**src/sv/indexed_ordered_list_engine_top_defines.svh**
```systemverilog
// Assertion macros for the ordered list engine.
// Included by the top level; define NO_ASSERTIONS to compile them away.
`ifndef INDEXED_ORDERED_LIST_ENGINE_TOP_DEFINES_SVH
`define INDEXED_ORDERED_LIST_ENGINE_TOP_DEFINES_SVH
`ifndef NO_ASSERTIONS
// Same-cycle implication, checked at every rising edge outside reset.
`define IOE_ASSERT_IMP(lbl, clk, rstn, ante, cons) \
  lbl: assert property (@(posedge clk) disable iff (!rstn) (ante) |-> (cons)) \
    else $error("ioe: implication check failed");
// Next-cycle implication, checked at every rising edge outside reset.
`define IOE_ASSERT_NXT(lbl, clk, rstn, ante, cons) \
  lbl: assert property (@(posedge clk) disable iff (!rstn) (ante) |=> (cons)) \
    else $error("ioe: next-cycle check failed");
`else
`define IOE_ASSERT_IMP(lbl, clk, rstn, ante, cons)
`define IOE_ASSERT_NXT(lbl, clk, rstn, ante, cons)
`endif
`endif

```
**src/sv/ioe_pkg.sv**
```systemverilog
// Package for the ordered list engine: item types, opcodes and cell control.
// No dependencies; used by every module of the engine.
`timescale 1ns / 1ps
`default_nettype none
package ioe_pkg;

  localparam int Capacity = 64;

  localparam logic [2:0] OP_INS_FRONT = 3'd0;
  localparam logic [2:0] OP_INS_END   = 3'd1;
  localparam logic [2:0] OP_INS_AT    = 3'd2;
  localparam logic [2:0] OP_REM_FRONT = 3'd3;
  localparam logic [2:0] OP_REM_END   = 3'd4;
  localparam logic [2:0] OP_REM_AT    = 3'd5;
  localparam logic [2:0] OP_SEARCH    = 3'd6;

  typedef struct packed {
    logic [2:0]         opcode;
    logic signed [31:0] item_value;
    logic [6:0]         position;
  } cmd_t;

  typedef struct packed {
    logic       status;
    logic       found;
    logic [5:0] found_position;
    logic [6:0] entry_count;
  } res_t;

  typedef enum logic [1:0] {
    KIND_HOLD,
    KIND_INSERT,
    KIND_REMOVE,
    KIND_SEARCH
  } kind_e;

  // Broadcast to every cell of the chain.
  typedef struct packed {
    kind_e              kind;
    logic signed [31:0] value;
  } ctrl_t;

endpackage
`default_nettype wire

```
**src/sv/ioe_ffs.sv**
```systemverilog
// Find-first-set encoder over the registered hit bits of the cell chain.
// Depends on ioe_pkg for the Capacity default of its parameters.
`timescale 1ns / 1ps
`default_nettype none
module ioe_ffs
  import ioe_pkg::*;
#(
  parameter int N = Capacity,
  parameter int W = $clog2(Capacity)
) (
  input  wire  [N-1:0] hit_i,
  output logic [W-1:0] idx_o,
  output logic         any_o
);

  logic [N-1:0] first;

  // Isolate the lowest set bit, then OR together the indices of the one-hot vector.
  assign first = hit_i & (~hit_i + N'(1));
  assign any_o = |hit_i;

  always_comb begin
    idx_o = '0;
    for (int i = 0; i < N; i++) begin
      if (first[i]) begin
        idx_o = idx_o | W'(i);
      end
    end
  end

endmodule
`default_nettype wire

```
**config.mk**
```make
export PLATFORM = sky130hd
export DESIGN_NAME = ioe_ffs
export DESIGN_NICKNAME = d
export VERILOG_FILES = /design/src/sv/indexed_ordered_list_engine_top_defines.svh /design/src/sv/ioe_pkg.sv /design/src/sv/ioe_ffs.sv
export SDC_FILE = /design/constraint.sdc
export NUM_CORES = 1
export LEC_CHECK = 0
export BUFFER_PORTS_ARGS = -buffer_cell sky130_fd_sc_hd__buf_2
export CAP_MARGIN = 0
export CORE_AREA = 2 2 70 45
export DETAILED_ROUTE_END_ITERATION = 8
export DIE_AREA = 0 0 72 47
export PLACE_DENSITY = 0.85
export SYNTH_ARGS = -nofsm -noshare
export SYNTH_HDL_FRONTEND = slang
export SYNTH_SLANG_ARGS = --single-unit
```
**constraint.sdc**
```tcl
create_clock -name vclk -period 3
set_input_delay 0.15 -clock vclk [all_inputs]
set_output_delay 0.15 -clock vclk [all_outputs]
set_load 0.03 [all_outputs]
```
# After elaboration in Yosys (flattened, before gate mapping)
# Index checks and enable logic that the tools add are counted.
dict set report op_classes {
  bitwise_logic 2
  muxes 63
  reduce_logical 1
  add_sub_neg 1
}
# cell n
set op_table {}
lappend op_table {{$mux W6} 32}
lappend op_table {{$mux W5} 16}
lappend op_table {{$add A64 B1 Y64 const B} 1}
lappend op_table {{$and A64 B64 Y64} 1}
lappend op_table {{$not A64 Y64} 1}
lappend op_table {{$reduce_or A64 Y1} 1}
lappend op_table {{$mux W4} 8}
lappend op_table {{$mux W3} 4}
lappend op_table {{$mux W2} 2}
lappend op_table {{$mux W1} 1}
dict set report word_totals {
  output_inout_bits 7
  register_bits 0
}

# Longest topological paths before layout
dict set report depth {
  word_depth 66
  mapped_depth 9
}

# Worst setup path after synthesis
# No wires, ideal clock.
dict set report synth_path {
  path_kind {input to output}
  from {input hit_i[11]}
  to {output idx_o[2]}
  cell_stages 8
  setup_slack_ns 0.270
  t_arrival_ns 2.580
  cell_sequence {or4_4 > or4b_1 > buf_2 > nor4_4 > nand2_2 > o32a_1 > and2_0 > nand4b_1}
}
dict set report synth_via {
  elab_chain_cells 55
}
# item line
set synth_lines {}
lappend synth_lines {{start: declaration} ioe_ffs.sv:11} ;# input wire [N-1:0] hit_i,
lappend synth_lines {{$not A64 Y64 (*)} ioe_ffs.sv:19} ;# assign first = hit_i & (~hit_i + N'(1));
lappend synth_lines {{$add A64 B1 Y64 (*)} ioe_ffs.sv:19}
lappend synth_lines {{$and A64 B64 Y64 (*)} ioe_ffs.sv:19}
lappend synth_lines {{$mux W4 (4 in a row)} ioe_ffs.sv:25} ;# if (first[i]) begin
lappend synth_lines {{$mux W5 (16 in a row)} ioe_ffs.sv:25}
lappend synth_lines {{$mux W6 (31 in a row)} ioe_ffs.sv:25}
lappend synth_lines {{$mux W6 (*)} ioe_ffs.sv:25}
lappend synth_lines {{end: declaration} ioe_ffs.sv:12} ;# output logic [W-1:0] idx_o,
# Every way passes the cells marked *; elsewhere a longest branch is shown, timed or not.

# Final worst setup path
dict set report layout_path {
  from {input hit_i[11]}
  to {output idx_o[0]}
}
dict set report layout_via {
  elab_chain_cells 56
}
# item line
set layout_lines {}
lappend layout_lines {{$not A64 Y64} ioe_ffs.sv:19}
lappend layout_lines {{$add A64 B1 Y64} ioe_ffs.sv:19}
lappend layout_lines {{$and A64 B64 Y64 (*)} ioe_ffs.sv:19}
lappend layout_lines {{$mux W4 (5 in a row)} ioe_ffs.sv:25}
lappend layout_lines {{$mux W5 (16 in a row)} ioe_ffs.sv:25}
lappend layout_lines {{$mux W6 (31 in a row)} ioe_ffs.sv:25}
lappend layout_lines {{$mux W6 (*)} ioe_ffs.sv:25}
# Marks and branches as above.

==> flow_summary_export.csv <==
group,metric,value,unit
drt,wl_per_cell,15.6,microns
placement,io_buffers,71,
timing,clock.fmax,337,MHz
finish,fillCellCount,274,
critical_path,cp_cell_sequence,"buf_2, or4_4, or4b_4, buf_4, nor4_1, nand4_1, o21a_1, nor4b_1, nand4_1, buf_2",
hold_path,hp-class,"primary input to primary output",
critical_path,cp_max_fo,7,
placement,dp_hpwl,4260,microns
drt,vias,2095,
global_route,antenna_found_initial,0,
floorplanning,core_area,2760,sq um
critical_path,cp-start-kind,"primary input",
critical_path,slowest_stage,"or4b_4",
timing,fin_ws,32.6,ps
timing,fin_crit_sh,98.9,%
critical_path,path_class,"primary input to primary output",
finish,syn_to_final_growth,39.0,%
critical_path,setup.worst_path.end_class,"primary output",
floorplanning,start_util,44.9,%
timing,period_minus_slack,2970,ps
hold_path,hold_path_depth,4,
global_route,grt_max_degree,14,
placement,dpl-instance-area,1710,sq um
synth,synth_fp_nets,270,
finish,layout-drive-gt1-share,31.6,%
floorplanning,die_w,72,microns
timing,maxSlewViolCount,0,
synth,yosys-top-cells-area,"nor2_1 (9.7%), nor3_1 (8.1%), nor4_1 (7.1%)",
synth,yosys.area.top_type,"nor2_1",
drt,drt_wl_total,4980,microns
finish,finish.utilization,62.4,%
hold_path,hold_start,"hit_i[63]",
clock_tree,post_cts_buffers,0,
hold_path,hold_end,"any_o",
synth,yosysMostFrequentCell,"nor2_1",
synth,postSynthCellCount,206,
clock_tree,cts_hold_buf,0,
finish,nNetsFinal,351,
synth,synth_top_area_share,9.71,%
global_route,grt_pass1_vias,1692,
floorplanning,ios,71,
synth,synth_area,1240,sq um
placement,place_inst,319,
synth,yosys_warnings,0,
power_and_ir_drop,p_per_area,77.2,nW/um^2
timing,final_hold_viol_count,0,
placement,post-place-ws,12.0,ps
placement,gp_congestion,1.04,
drt,vias_per_cell,6.57,
synth,yosysUniqueCellTypes,49,
finish,seq_cells,0,
global_route,grt_pass1_wl,7690,microns
global_route,grt_overflow,0,
critical_path,crit_buf_inv,3,
finish,layout.area.seq,0,sq um
critical_path,timing.critical_path.slowest_cell_delay,560,ps
global_route,track_usage,29.0,%
critical_path,crit_family,"simple AND/OR/NAND/NOR gates",
timing,relSlewSlack,53.8,%
synth,syn_avg_cell_area,6.01,sq um
finish,fin_area,1720,sq um
finish,stdcell_count,319,
drt,dr.first_iter.drc_count,179,
drt,drtPass1Iterations,5,
critical_path,critPathArrivalTime,2820,ps
floorplanning,die_h,47,microns
job,drv_cap,0,
critical_path,worstPathRequired,2850,ps
timing,tightest_slew,686,ps
timing,whs,683,ps
floorplanning,dieArea,3380,sq um
timing,finalSetupViolCount,0,
finish,diodes,0,
floorplanning,fp-row-count,15,
power_and_ir_drop,ir_drop,36.8,uV
power_and_ir_drop,p_leak,0.700,nW
finish,clkbuf_count,0,
drt,drtAntennaViolNets,0,
drt,drc,0,
outcome,status,"completed",
synth,ys_seq_area_share,0,%
synth,synth_common_cells,"nor2_1 (32), nor3_1 (20), nand2_1 (14), nor4_1 (14), a21oi_1 (13)",
## final cells by class
class / instances / area (sq um) / area share (%)
Multi-Input combinational cell: 195 / 1200 / 69.9
Timing Repair Buffer: 83 / 449 / 26.1
Tap cell: 34 / 42.5 / 2.47
Inverter: 7 / 26.3 / 1.53
## repair_timing
item	CTS	global route
gates resized for setup	1	2
pin swaps	0	1
hold endpoints to repair	0	0
setup endpoints to repair	1	4
## how the worst max path moves through the flow
| stage | slack (ps) | startpoint | endpoint | depth (start not counted) |
|---|---|---|---|---|
| after global placement | -20 | hit_i[11] | idx_o[4] | 9 |
| after global routing | -20 | hit_i[11] | idx_o[0] | 10 |
| after detailed placement | 10 | hit_i[11] | idx_o[0] | 10 |
| after CTS | 120 | hit_i[11] | idx_o[4] | 10 |
| final | 30 | hit_i[11] | idx_o[0] | 10 |
| after floorplan | 270 | hit_i[11] | idx_o[2] | 8 |
## worst min-delay path, stage by stage
cell and delay [ps]:
buf_2 90, nor2_1 40, nand4_1 70, buf_2 190
## placed cells by master, fill, tap and decap left out, types with 2 or more instances in the layout
cell type,synthesis,routed
a211oi_1,3,3
o41ai_2,1,2
and2_1,4,4
nor4_1,14,14
o311a_1,2,2
o2111a_1,2,2
a21oi_1,13,13
a2111oi_0,2,2
nor3_1,20,20
o21a_1,2,2
o21ai_0,7,7
inv_1,7,7
a32oi_1,2,2
nand4_1,11,11
a32o_1,2,2
buf_2,1,71
a31oi_1,4,4
or3_1,7,7
nor2_1,32,32
nand4b_1,7,7
buf_4,1,11
nor3b_1,5,5
o32ai_1,2,2
nor2b_1,4,4
nand2_1,14,14
nor4b_1,3,3
o21bai_1,2,2
nand3_1,9,9
o31ai_1,2,2
## where the power goes
group          switching, mW  internal [mW]  leakage (nW)  total [mW]
logic                 0.0760         0.0567         0.700       0.133
registers                  0              0             0           0
clock network              0              0             0           0
total                 0.0760         0.0567         0.700       0.133
## metrics by stage
stage / TNS, ps / total power, mW
2_1_floorplan: 0 / 0.0471
3_3_place_gp: -22.6 / 0.128
3_5_place_dp: 0 / 0.129
4_1_cts: 0 / 0.130
5_1_grt: -24.4 / 0.147
6_report: 0 / 0.133
## metal layers
metal	vias up	share of wire, %	GRT usage, %
li1	1002	-	-
met1	936	48	44.8
met2	147	37	43.9
met3	10	14	6.01
met4	0	1.2	0
met5	-	0	0
## cell families after synthesis
kind of cell | share of synthesized area, %
and+or+nand+nor | 64.3
buffers and inverters | 3.74
AOI/OAI and AO/OA | 32.0
Power figures use the tool's default switching activity.
