<file path="config.mk">
export PLATFORM = sky130hd
export DESIGN_NAME = ioe_cell
export DESIGN_NICKNAME = d
export VERILOG_FILES = /design/src/sv/indexed_ordered_list_engine_top_defines.svh /design/src/sv/ioe_pkg.sv /design/src/sv/ioe_cell.sv
export SDC_FILE = /design/constraint.sdc
export NUM_CORES = 1
export LEC_CHECK = 0
export BUFFER_PORTS_ARGS = -buffer_cell sky130_fd_sc_hd__buf_2
export CAP_MARGIN = 25
export CORE_UTILIZATION = 42
export DETAILED_ROUTE_END_ITERATION = 6
export GPL_ROUTABILITY_DRIVEN = 1
export PLACE_DENSITY = 0.86
export SLEW_MARGIN = 20
export SYNTH_ARGS = -nofsm -noshare
export SYNTH_HDL_FRONTEND = slang
export SYNTH_SLANG_ARGS = --single-unit
</file>
<file path="constraint.sdc">
create_clock -name clk_i -period 3.4 [get_ports clk_i]
set_input_delay 0.34 -clock clk_i [delete_from_list [all_inputs] [get_ports clk_i]]
set_output_delay 0.34 -clock clk_i [all_outputs]
set_load 0.02 [all_outputs]
</file>
<file path="src/sv/indexed_ordered_list_engine_top_defines.svh">
// Assertion macros for the ordered list engine.
// Included by the top level; define NO_ASSERTIONS to compile them away.
`ifndef INDEXED_ORDERED_LIST_ENGINE_TOP_DEFINES_SVH
`define INDEXED_ORDERED_LIST_ENGINE_TOP_DEFINES_SVH
`ifndef NO_ASSERTIONS
// Same-cycle implication, checked at every rising edge outside reset.
`define IOE_ASSERT_IMP(lbl, clk, rstn, ante, cons) \
  lbl: assert property (@(posedge clk) disable iff (!rstn) (ante) |-> (cons)) \
    else $error("ioe: implication check failed");
// Next-cycle implication, checked at every rising edge outside reset.
`define IOE_ASSERT_NXT(lbl, clk, rstn, ante, cons) \
  lbl: assert property (@(posedge clk) disable iff (!rstn) (ante) |=> (cons)) \
    else $error("ioe: next-cycle check failed");
`else
`define IOE_ASSERT_IMP(lbl, clk, rstn, ante, cons)
`define IOE_ASSERT_NXT(lbl, clk, rstn, ante, cons)
`endif
`endif

</file>
<file path="src/sv/ioe_pkg.sv">
// Package for the ordered list engine: item types, opcodes and cell control.
// No dependencies; used by every module of the engine.
`timescale 1ns / 1ps
`default_nettype none
package ioe_pkg;

  localparam int Capacity = 64;

  localparam logic [2:0] OP_INS_FRONT = 3'd0;
  localparam logic [2:0] OP_INS_END   = 3'd1;
  localparam logic [2:0] OP_INS_AT    = 3'd2;
  localparam logic [2:0] OP_REM_FRONT = 3'd3;
  localparam logic [2:0] OP_REM_END   = 3'd4;
  localparam logic [2:0] OP_REM_AT    = 3'd5;
  localparam logic [2:0] OP_SEARCH    = 3'd6;

  typedef struct packed {
    logic [2:0]         opcode;
    logic signed [31:0] item_value;
    logic [6:0]         position;
  } cmd_t;

  typedef struct packed {
    logic       status;
    logic       found;
    logic [5:0] found_position;
    logic [6:0] entry_count;
  } res_t;

  typedef enum logic [1:0] {
    KIND_HOLD,
    KIND_INSERT,
    KIND_REMOVE,
    KIND_SEARCH
  } kind_e;

  // Broadcast to every cell of the chain.
  typedef struct packed {
    kind_e              kind;
    logic signed [31:0] value;
  } ctrl_t;

endpackage
`default_nettype wire

</file>
<file path="src/sv/ioe_cell.sv">
// One storage cell of the ordered list chain.
// Depends on ioe_pkg for the broadcast control struct.
`timescale 1ns / 1ps
`default_nettype none
module ioe_cell
  import ioe_pkg::*;
#(
  parameter int Idx  = 0,
  parameter int CmpW = 7
) (
  input  wire                    clk_i,
  input  wire                    rst_ni,
  input  wire ctrl_t             ctrl_i,
  input  wire       [CmpW-1:0]   pos_i,
  input  wire       [CmpW-1:0]   cnt_i,
  input  wire logic signed [31:0] left_i,
  input  wire logic signed [31:0] right_i,
  output logic signed [31:0]     val_o,
  output logic                   hit_o
);

  localparam logic [CmpW-1:0] MyIdx = CmpW'(Idx);

  logic signed [31:0] val_q, val_d;
  logic               hit_q, hit_d;

  // An insert shifts towards the back from the target on; a remove pulls from the back.
  always_comb begin
    val_d = val_q;
    unique case (ctrl_i.kind)
      KIND_INSERT: begin
        if (MyIdx > pos_i) begin
          val_d = left_i;
        end else if (MyIdx == pos_i) begin
          val_d = ctrl_i.value;
        end
      end
      KIND_REMOVE: begin
        if (MyIdx >= pos_i) begin
          val_d = right_i;
        end
      end
      default: begin
        val_d = val_q;
      end
    endcase
    hit_d = (ctrl_i.kind == KIND_SEARCH) && (MyIdx < cnt_i) && (val_q == ctrl_i.value);
  end

  always_ff @(posedge clk_i) begin
    val_q <= val_d;
  end

  always_ff @(posedge clk_i or negedge rst_ni) begin
    if (!rst_ni) begin
      hit_q <= 1'b0;
    end else begin
      hit_q <= hit_d;
    end
  end

  assign val_o = val_q;
  assign hit_o = hit_q;

endmodule
`default_nettype wire

</file>
* After elaboration in Yosys (flattened, before gate mapping)
Index checks and enable logic that the tools add are counted.
** Word-level totals
- Input bits :: 114
- Bits in registers :: 33
** Operators by class
- $lt $le $gt $ge :: 3
- Equality and inequality tests :: 6
- Mux-type cells :: 4
- Reductions and logical operators :: 5
** Operators by type and width (count)
- two-way mux 32 bit :: 3
- case mux 32 bit (2 select lines) :: 1
- equality test 32 bit :: 1
- greater-or-equal comparator 1 x 7 -> 1 bit (first input constant) :: 1
- > comparator 1 x 7 -> 1 bit (first input constant) :: 1
- zero test 7 bit :: 1
- < comparator 1 x 7 -> 1 bit (first input constant) :: 1
- equality test 2 bit (second input constant) :: 2
- != test 3 bit (second input constant) :: 1
- AND reduction 3 bit :: 1
- equality test 2 x 1 -> 1 bit (second input constant) :: 1
- logical AND 1 bit :: 2
- != test 2 bit (second input constant) :: 1
- nonzero test 2 bit :: 1

* Logic depth before layout (Yosys ltp)
Gate-level depths: netlist (run 1).
- Depth in word-level cells :: 4
- Gate-level depth with buffers :: 4
- Gate-level depth less buffers :: 4

* Least setup slack after synthesis (run 1)
Ideal clock, no wire load.
- Path kind :: input port to flip-flop
- Start point :: input port pos_i[3]
- End point :: register val_q[0] (netlist: val_o[0]), enable pin
- Setup time :: 421 ps
- Setup slack :: 932 ps
- Data arrival time :: 2047 ps
- Cell stages on the path :: 3
- Path through :: nor4_1 nand3_1 nor2_1
** Between the ends
- Word-level cells in the longest chain between the ends :: 3
** RTL lines
- start, declared :: RTL line ioe_cell.sv:14 : input wire [CmpW-1:0] pos_i,
- > comparator 1 x 7 -> 1 bit (tied with other cells) :: RTL line ioe_cell.sv:32 : if (MyIdx > pos_i) begin
- != test 3 bit (no line) or != test 2 bit (tied branches)
- AND reduction 3 bit (no line) *
- end signal, assigned :: RTL line ioe_cell.sv:51 : val_q <= val_d;
- end, declared :: RTL line ioe_cell.sv:24 : logic signed [31:0] val_q, val_d;
Every way passes the cells marked *; elsewhere a longest branch is shown, timed or not.
A chain may end at the register's enable or synchronous reset.

* Worst setup path in the final report (run 1)
- Start point :: input port pos_i[3]
- End point :: register val_q[15] (netlist: val_o[15]), enable pin
The elaborated chain is that of the path after synthesis.

==> results_dict.tcl, run 1 <==
set metrics [dict create \
    dr_total_vias 1443 \
    synthTopCellsByArea "edfxtp_1 (53%), mux2_2 (19%), xor2_1 (13%)" \
    cp-start-kind "input pin" \
    peakVddDrop_uv 280 \
    crit_path_end_kind "register" \
    cp_max_fo 32 \
    nets 357 \
    critical_path_class "input pin to register" \
    core_region_area_um2 4090 \
    status "complete, no violations" \
    crit_start "pos_i[3]" \
    fin_util_pct 61.9 \
    yosys_register_bits 33 \
    worst_pin_slew_ns 0.413 \
    rsz0062_at_grt "false" \
    antenna_left 0 \
    synth_area_um2 1820 \
    ios 147 \
    die_h_um 67.8 \
    finalSetupViolCount 0 \
    drive_above_1_share_pct 65.6 \
    cts_max_level 2 \
    crit_required_ns 3.33 \
    hold_start "ctrl_i[32]" \
    rr_worst_depth 4 \
    drt_iter0_drc 62 \
    antenna_found_initial 0 \
    cts.sinks 33 \
    p_clk_share_pct 32.0 \
    p_seq_share_pct 53.2 \
    swShare_pct 21.8 \
    yosys_warnings 0 \
    fmax_mhz 704 \
    cts_tree "yes" \
    core.rowCount 23 \
    clk-insertion-delay-late_ns 0.27 \
    yosysSeqAreaShare_pct 54.2 \
    wirelength_mm 4.19 \
    leakage_uw 0.00108 \
    use_met3_pct 9.80 \
    p_int_uw 663 \
    yosysTopAreaCell "edfxtp_1" \
    reg2reg_slack_ns 1.98 \
    period_minus_slack_ns 1.42 \
    numCtsBuffers 5 \
    cap_violations 0 \
    power_density_nw_per_um2 335 \
    grt_use_met2_pct 36.3 \
    grt.overflow.total 0 \
    grt_max_degree 33 \
    area_delta_synth_final_pct 39.2 \
    drv_slew 0 \
    netlist.area_leader.share_pct 52.9 \
    drt_first_pass_iters 4 \
    fin_setup_tns_ns 0 \
    cts_max_path_buffers 2 \
    wl_per_cell_um 14.3 \
    initial_core_util_pct 44.5 \
    combPwrFrac_pct 14.7 \
    syn_avg_cell_area_um2 14.9 \
    post_cts_buffers 0 \
    synthTopCellsByCount "edfxtp_1 (32), mux2_2 (30), xor2_1 (28)" \
    skew_ns 0.00486 \
    synthFlopType "edfxtp_1" \
    avgViaCountPerCell 4.91 \
    endpoint "val_o[15]$_DFFE_PP_" \
    power.switching_uw 185 \
    postCtsResizedCells 0 \
    worstHoldPathType "input pin to register" \
    io_buffers 114 \
    dpl.hpwl_mm 3.35 \
    root_buffer "clkbuf_8" \
    yosysUniqueCellTypes 16 \
    antenna_cells 0 \
    hold_viol 0 \
    slew_headroom_pct 72.5 \
    gp_congestion 0.708 \
    cp.arrival_ns 1.35 \
    grt_use_met1_pct 18.6 \
    grt_pass1_wl_mm 6.31 \
    syn-num-nets 236 \
    reg2reg_from "val_o[12]$_DFFE_PP_" \
    fin_crit_sh_pct 41.8 \
    drcViolationCount 0 \
    grt_pass1_vias 1509 \
    dieWidth_um 67.8 \
    timing.rr.end "hit_o$_DFF_PN0_" \
    die-area_um2 4600 \
    synthArstFlopShare_pct 3.03 \
    grt_use_total_pct 19.4 \
    synth_most_common_cell "edfxtp_1" \
    synthCells 122 \
    synth-edff-count 32 \
    clk_pin_slew_ns 0.07 \
    grt-busiest-layer "met2" \
]
## routing by layer
layer,vias up,wire (um)
met3,2,441
li1,699,-
met5,-,0
met4,0,10
met1,664,1560
met2,78,2180
## placed cells by master (no fill, tap or decap), types with 2 or more instances in the layout
cell type | netlist | final
mux2_1 | 2 | 2
nor4_2 | 5 | 5
mux2_2 | 30 | 30
nand4_1 | 3 | 3
nor4_1 | 4 | 4
xnor2_1 | 5 | 5
nand3_1 | 2 | 2
xor2_1 | 28 | 28
buf_2 | 0 | 114
buf_4 | 0 | 3
clkbuf_8 | 0 | 5
edfxtp_1 | 32 | 32
clkinv_1 | 0 | 2
nor3_1 | 2 | 2
## worst min-delay path by stage
stage,end,cells past startpoint
after floorplan,hit_o$_DFF_PN0_,0
after global placement,hit_o$_DFF_PN0_,1
after detailed placement,hit_o$_DFF_PN0_,1
after CTS,hit_o$_DFF_PN0_,3
after global routing,hit_o$_DFF_PN0_,3
final,hit_o$_DFF_PN0_,3
## power groups by stage
stage | Clock (uW) | Combinational, uW | Sequential, uW
5_1_grt | 306 | 138 | 451
6_report | 272 | 125 | 452
3_5_place_dp | 0 | 125 | 460
4_1_cts | 287 | 126 | 452
2_1_floorplan | 0 | 60.9 | 462
3_3_place_gp | 0 | 120 | 460
## state kept, by name, indices dropped and copies added (netlist names)
signal,flops
val_o,32
hit_o,1
## timing repair
action,in CTS,in global routing
setup endpoints to repair,0,0
hold buffers,1,0
endpoints found under the hold margin,1,0
## metrics by stage
stage	cell area [um2]	hold slack [ns]	std cells	setup WS [ns]	total power (uW)
after global routing	2530	0.345	294	1.83	895
after CTS	2530	0.335	294	1.94	865
after global placement	2440	0.117	285	1.75	580
after floorplan	1820	0.0444	122	0.932	523
final	2530	0.349	294	1.98	849
after detailed placement	2440	0.118	285	1.69	586
## logic make-up after synthesis
| group | Yosys count | share of synthesized area, % |
|---|---|---|
| XOR/XNOR | 33 | 15.9 |
| buffers and inverters | 4 | 2.13 |
| flip-flops | 33 | 54.2 |
| multiplexers | 32 | 19.8 |
| AND/OR/NAND/NOR | 20 | 7.91 |
## area by class of cell
cell class                      count  area, um2
Fill cell                         356       1560
Sequential cell                    33        986
Multi-Input combinational cell     85        798
Timing Repair Buffer              118        603
Clock buffer                        5       68.8
Tap cell                           50       62.6
Clock inverter                      3       12.5
## worst max-delay path, stage by stage
cell and delay [ns]:
buf_2 0.10, nor4_1 0.30, nand3_1 0.13, nor2_2 0.10, buf_4 0.38
(Power assumes the default switching activity.)
==> run 2, diff against run 1 <==
--- a/config.mk
+++ b/config.mk
@@ -7,10 +7,10 @@
 export LEC_CHECK = 0
 export BUFFER_PORTS_ARGS = -buffer_cell sky130_fd_sc_hd__buf_2
 export CAP_MARGIN = 25
-export CORE_UTILIZATION = 42
+export CORE_UTILIZATION = 39
 export DETAILED_ROUTE_END_ITERATION = 6
 export GPL_ROUTABILITY_DRIVEN = 1
-export PLACE_DENSITY = 0.86
+export PLACE_DENSITY = 0.8
 export SLEW_MARGIN = 20
 export SYNTH_ARGS = -nofsm -noshare
 export SYNTH_HDL_FRONTEND = slang
==> constraint.sdc (replaced) <==
create_clock -name clk_i -period 1.5 [get_ports clk_i]
set_input_delay 0.15 -clock clk_i [delete_from_list [all_inputs] [get_ports clk_i]]
set_output_delay 0.15 -clock clk_i [all_outputs]
set_load 0.02 [all_outputs]
==> run 2 against run 1 <==
Effect of this change:
- critical endpoint is now hit_o$_DFF_PN0_
- total power rose by 150%
- first-iteration DRC count fell by 32%
- combinational power grew 130%
- global-route usage fell by 2.4 points
- utilization down 2.6 points
- largest cell class unchanged
==> results_dict.tcl, run 2 (synthesis results as in run 1) <==
set metrics [dict create \
    final_cell_mix "buf_2 (114), edfxtp_1 (32), mux2_2 (30)" \
    wl_met1_mm 1.50 \
    crit_required_ns 1.67 \
    grt.overflow.total 0 \
    fin_crit_sh_pct 91.5 \
    grt_max_degree 19 \
    dr_total_vias 1446 \
    period_minus_slack_ns 1.37 \
    p_clk_share_pct 38.0 \
    cts_max_level 2 \
    final_common_cell "buf_2" \
    wirelength_mm 4.10 \
    nets 358 \
    antenna_cells 0 \
    initial_core_util_pct 41.2 \
    root_buffer "clkbuf_8" \
    power_density_nw_per_um2 809 \
    crit_path_end_kind "register" \
    die_h_um 70.3 \
    antenna_found_initial 0 \
    skew_ns 0.00799 \
    cts_tree "yes" \
    grt_use_total_pct 17.0 \
    cts_max_path_buffers 2 \
    route.met3.wl_um 299 \
    cts.sinks 33 \
    dpl.hpwl_mm 3.34 \
    die-area_um2 4940 \
    grt_pass1_wl_mm 6.46 \
    io_buffers 114 \
    ios 147 \
    core.rowCount 24 \
    combPwrFrac_pct 13.7 \
    drcViolationCount 0 \
    route.met2.wl_mm 2.20 \
    drt_first_pass_iters 4 \
    core_region_area_um2 4410 \
    cp-start-kind "register" \
    grt_pass1_vias 1589 \
    fmax_mhz 728 \
    antenna_left 0 \
    finalSetupViolCount 0 \
    crit_slowest_cell "edfxtp_1" \
    p_int_uw 1690 \
    slew_headroom_pct 81.4 \
    area_delta_synth_final_pct 44.1 \
    drt_iter0_drc 42 \
    rsz0062_at_grt "false" \
    numCtsBuffers 5 \
    drv_slew 0 \
    cp_max_fo 2 \
    cp.arrival_ns 1.54 \
    clk_pin_slew_ns 0.07 \
    top_layer_used "met4" \
    multiInputGateArea_um2 815 \
    peakVddDrop_uv 551 \
    avgViaCountPerCell 4.87 \
    seqCellArea_um2 986 \
    largest_register_ffs 32 \
    p_seq_share_pct 48.3 \
    worstPathCellList "xor2_1 > nor4_1 > nand3_1 > nor4_2" \
    drive_above_1_share_pct 66.1 \
    power.switching_uw 432 \
    critical_path_class "register to register" \
    cap_violations 0 \
    clk-insertion-delay-late_ns 0.28 \
    worstHoldPathType "input pin to register" \
    nFillCells 367 \
    post_cts_buffers 0 \
    worst_pin_slew_ns 0.277 \
    dieWidth_um 70.3 \
    max_stage_delay_ns 0.40 \
    leakage_uw 0.00111 \
    gp_congestion 0.701 \
    hold_viol 0 \
    fin_setup_tns_ns 0 \
    wl_per_cell_um 13.8 \
    fin_util_pct 59.4 \
    status "complete, no violations" \
    swShare_pct 20.4 \
]
[run 2: changes by cell type in the layout (fill, tap and decap cells not counted), sizes merged]
| cell | before | now |
|---|---|---|
| buf | 117 | 118 |
| bufinv | 0 | 1 |
| clkinv | 3 | 1 |
| clkbuf | 5 | 6 |
[run 2: worst paths after layout]
kind	from	endpoint	slack, ns	depth (start not counted)
min in group asynchronous	rst_ni	hit_o$_DFF_PN0_	0.19	2
min reg2reg	val_o[27]$_DFFE_PP_	hit_o$_DFF_PN0_	0.62	3
max	val_o[20]$_DFFE_PP_	hit_o$_DFF_PN0_	0.13	4
max reg2reg	val_o[20]$_DFFE_PP_	hit_o$_DFF_PN0_	0.13	4
max in group asynchronous	rst_ni	hit_o$_DFF_PN0_	1.23	2
min	right_i[5]	val_o[5]$_DFFE_PP_	0.16	2
[run 2: final cells by class]
| cell class | instances | share of cell area [%] |
|---|---|---|
| Clock buffer | 6 | 2.77 |
| Clock inverter | 2 | 1.29 |
| Multi-Input combinational cell | 85 | 31.1 |
| Sequential cell | 33 | 37.6 |
| Tap cell | 52 | 2.48 |
| Timing Repair Buffer | 119 | 24.7 |
[run 2: per-stage QoR]
stage | hold slack (ns) | power, uW | worst slack (ns) | std cells | instance area (um2)
5_1_grt | 0.157 | 2200 | 0.000695 | 297 | 2620
3_5_place_dp | -0.0719 | 1330 | 0.0172 | 288 | 2500
3_3_place_gp | -0.0732 | 1320 | 0.103 | 288 | 2500
6_report | 0.160 | 2120 | 0.127 | 297 | 2620
4_1_cts | 0.149 | 2150 | 0.0000296 | 297 | 2610
2_1_floorplan | -0.146 | 1190 | 0.0554 | 122 | 1830
[run 2: power by group through the flow]
stage          sequential, uW  combinational [uW]  clock [uW]
4_1_cts                  1020                 293         830
3_5_place_dp             1040                 290           0
5_1_grt                  1020                 318         857
3_3_place_gp             1040                 278           0
6_report                 1020                 291         805
2_1_floorplan            1050                 138           0
[run 2: critical path: cells and delay by family (launching register included)]
family           cells  cell delay, ns
flip-flops           1            0.40
XOR/XNOR             1            0.15
AND/OR/NAND/NOR      3            0.71
[run 2: routing by layer]
| layer | vias to the layer above | global-route usage [%] |
|---|---|---|
| met3 | 10 | 5.48 |
| met5 | - | 0 |
| li1 | 706 | - |
| met1 | 663 | 16.3 |
| met2 | 67 | 32.0 |
| met4 | 0 | 8.44 |
[run 2: what timing repair did]
item	4_1_cts	5_1_grt
endpoints found under the hold margin	1	0
hold buffers	1	0
setup endpoints to repair	0	1
resized for setup	0	1
==> run 3, diff against run 2 <==
==> constraint.sdc (replaced) <==
create_clock -name clk_i -period 1.45 [get_ports clk_i]
set_input_delay 0.145 -clock clk_i [delete_from_list [all_inputs] [get_ports clk_i]]
set_output_delay 0.145 -clock clk_i [all_outputs]
set_load 0.02 [all_outputs]
==> run 3 against run 2 <==
Effect of this change:
- combinational power up 5%
- clock skew down 0.00056 ns
- critical endpoint unchanged
- clock power increased by 5.0%
- sequential share of layout area shrank 0.41 points
- highest routed layer unchanged
- register-to-register slack about the same
- clock-buffer cell count is the same
==> results_dict.tcl, run 3 (synthesis results as in run 1) <==
set metrics [dict create \
    p_clk_share_pct 38.2 \
    cts_max_level 2 \
    die_h_um 70.3 \
    slew_headroom_pct 83.3 \
    critical_path_class "register to register" \
    drive_above_1_share_pct 66.5 \
    swShare_pct 20.8 \
    fmax_mhz 758 \
    numCtsBuffers 5 \
    grt_use_total_pct 16.5 \
    p_seq_share_pct 47.9 \
    power_density_nw_per_um2 834 \
    nFillCells 360 \
    largest_register_ffs 32 \
    final_cell_mix "buf_2 (114), edfxtp_1 (32), mux2_2 (30)" \
    worst_pin_slew_ns 0.250 \
    wl_per_cell_um 13.8 \
    cts_tree "yes" \
    crit_start "val_o[9]$_DFFE_PP_" \
    reg2reg_slack_ns 0.13 \
    grt.overflow.total 0 \
    rsz0062_at_grt "false" \
    finalSetupViolCount 0 \
    rr_worst_depth 4 \
    ios 147 \
    antenna_left 0 \
    crit_path_end_kind "register" \
    final_common_cell "buf_2" \
    cp_max_fo 2 \
    timing.rr.end "hit_o$_DFF_PN0_" \
    area_delta_synth_final_pct 45.7 \
    nets 358 \
    fin_setup_tns_ns 0 \
    period_minus_slack_ns 1.32 \
    post_cts_buffers 0 \
    endpoint "hit_o$_DFF_PN0_" \
    setup_ws_ns 0.130 \
    seqCellArea_um2 986 \
    crit_required_ns 1.63 \
    antenna_found_initial 0 \
    leakage_uw 0.00112 \
    antenna_cells 0 \
    reg2reg_from "val_o[9]$_DFFE_PP_" \
    io_buffers 114 \
    initial_core_util_pct 41.2 \
    core.rowCount 24 \
    final_cell_area_um2 2650 \
    cts.sinks 33 \
    core_region_area_um2 4410 \
    clk_pin_slew_ns 0.07 \
    hold_viol 0 \
    drcViolationCount 0 \
    cp.arrival_ns 1.50 \
    grt_pass1_vias 1543 \
    cap_violations 0 \
    drt_first_pass_iters 4 \
    drv_slew 0 \
    combPwrFrac_pct 13.9 \
    dr_total_vias 1420 \
    worstHoldPathType "input pin to register" \
    grt_max_degree 17 \
    dpl.hpwl_mm 3.25 \
    status "complete, no violations" \
    clk-insertion-delay-late_ns 0.28 \
    power.switching_uw 460 \
    p_int_uw 1750 \
    cp-start-kind "register" \
    multiInputGateArea_um2 831 \
    gp_congestion 0.698 \
    drt_iter0_drc 32 \
    avgViaCountPerCell 4.78 \
    wirelength_mm 4.08 \
    die-area_um2 4940 \
    skew_ns 0.00744 \
    grt_pass1_wl_mm 6.30 \
    pre_cts_slack_ns 0.0355 \
    cts_max_path_buffers 2 \
    root_buffer "clkbuf_8" \
    dieWidth_um 70.3 \
    peakVddDrop_uv 525 \
    fin_crit_sh_pct 91.0 \
    placed_cell_area_um2 2510 \
]
[run 3: metal layers]
layer  up-vias  GRT usage [%]  wire length, um
li1        701              -                -
met5         -              0                0
met3         8           4.18              257
met1       650           17.3             1580
met2        61           30.2             2180
met4         0           7.78               65
[run 3: repair_timing]
item                                    in CTS  in global routing
resized for setup                            0                  3
endpoints found under the hold margin        1                  0
endpoints found under the setup margin       0                  1
hold buffers                                 1                  0
[run 3: how the worst min path moves through the flow]
stage,cells past startpoint,endpoint,from
finish,2,val_o[5]$_DFFE_PP_,right_i[5]
global route,2,val_o[2]$_DFFE_PP_,right_i[2]
CTS,2,hit_o$_DFF_PN0_,rst_ni
detailed placement,1,hit_o$_DFF_PN0_,rst_ni
global placement,1,hit_o$_DFF_PN0_,rst_ni
floorplan,0,hit_o$_DFF_PN0_,rst_ni
[run 3: worst max-delay path: stages, from the launching register on]
cell and delay, ns:
edfxtp_1 0.42, xor2_2 0.18, nor4_4 0.29, nand4_1 0.17
nor4_2 0.16
[run 3: final cells by class]
type,count,share of cell area (%)
clock inverter,2,1.28
multi-input combinational,85,31.4
timing repair buffer,119,24.9
sequential,33,37.2
clock buffer,6,2.74
tap,52,2.46
[run 3: power by group through the flow]
| stage | sequential, uW | combinational (uW) | clock (uW) |
|---|---|---|---|
| final | 1060 | 307 | 845 |
| after global routing | 1060 | 335 | 889 |
| after CTS | 1060 | 304 | 875 |
| after detailed placement | 1080 | 301 | 0 |
| after global placement | 1080 | 292 | 0 |
| after floorplan | 1080 | 143 | 0 |
[run 3: through the flow]
step	cells	power, uW	hold slack [ns]	util (%)
final	297	2210	0.157	60.0
after global routing	297	2280	0.161	60.0
after CTS	297	2240	0.145	59.5
after detailed placement	288	1380	-0.0753	56.9
after global placement	288	1370	-0.0782	56.9
after floorplan	122	1230	-0.151	-
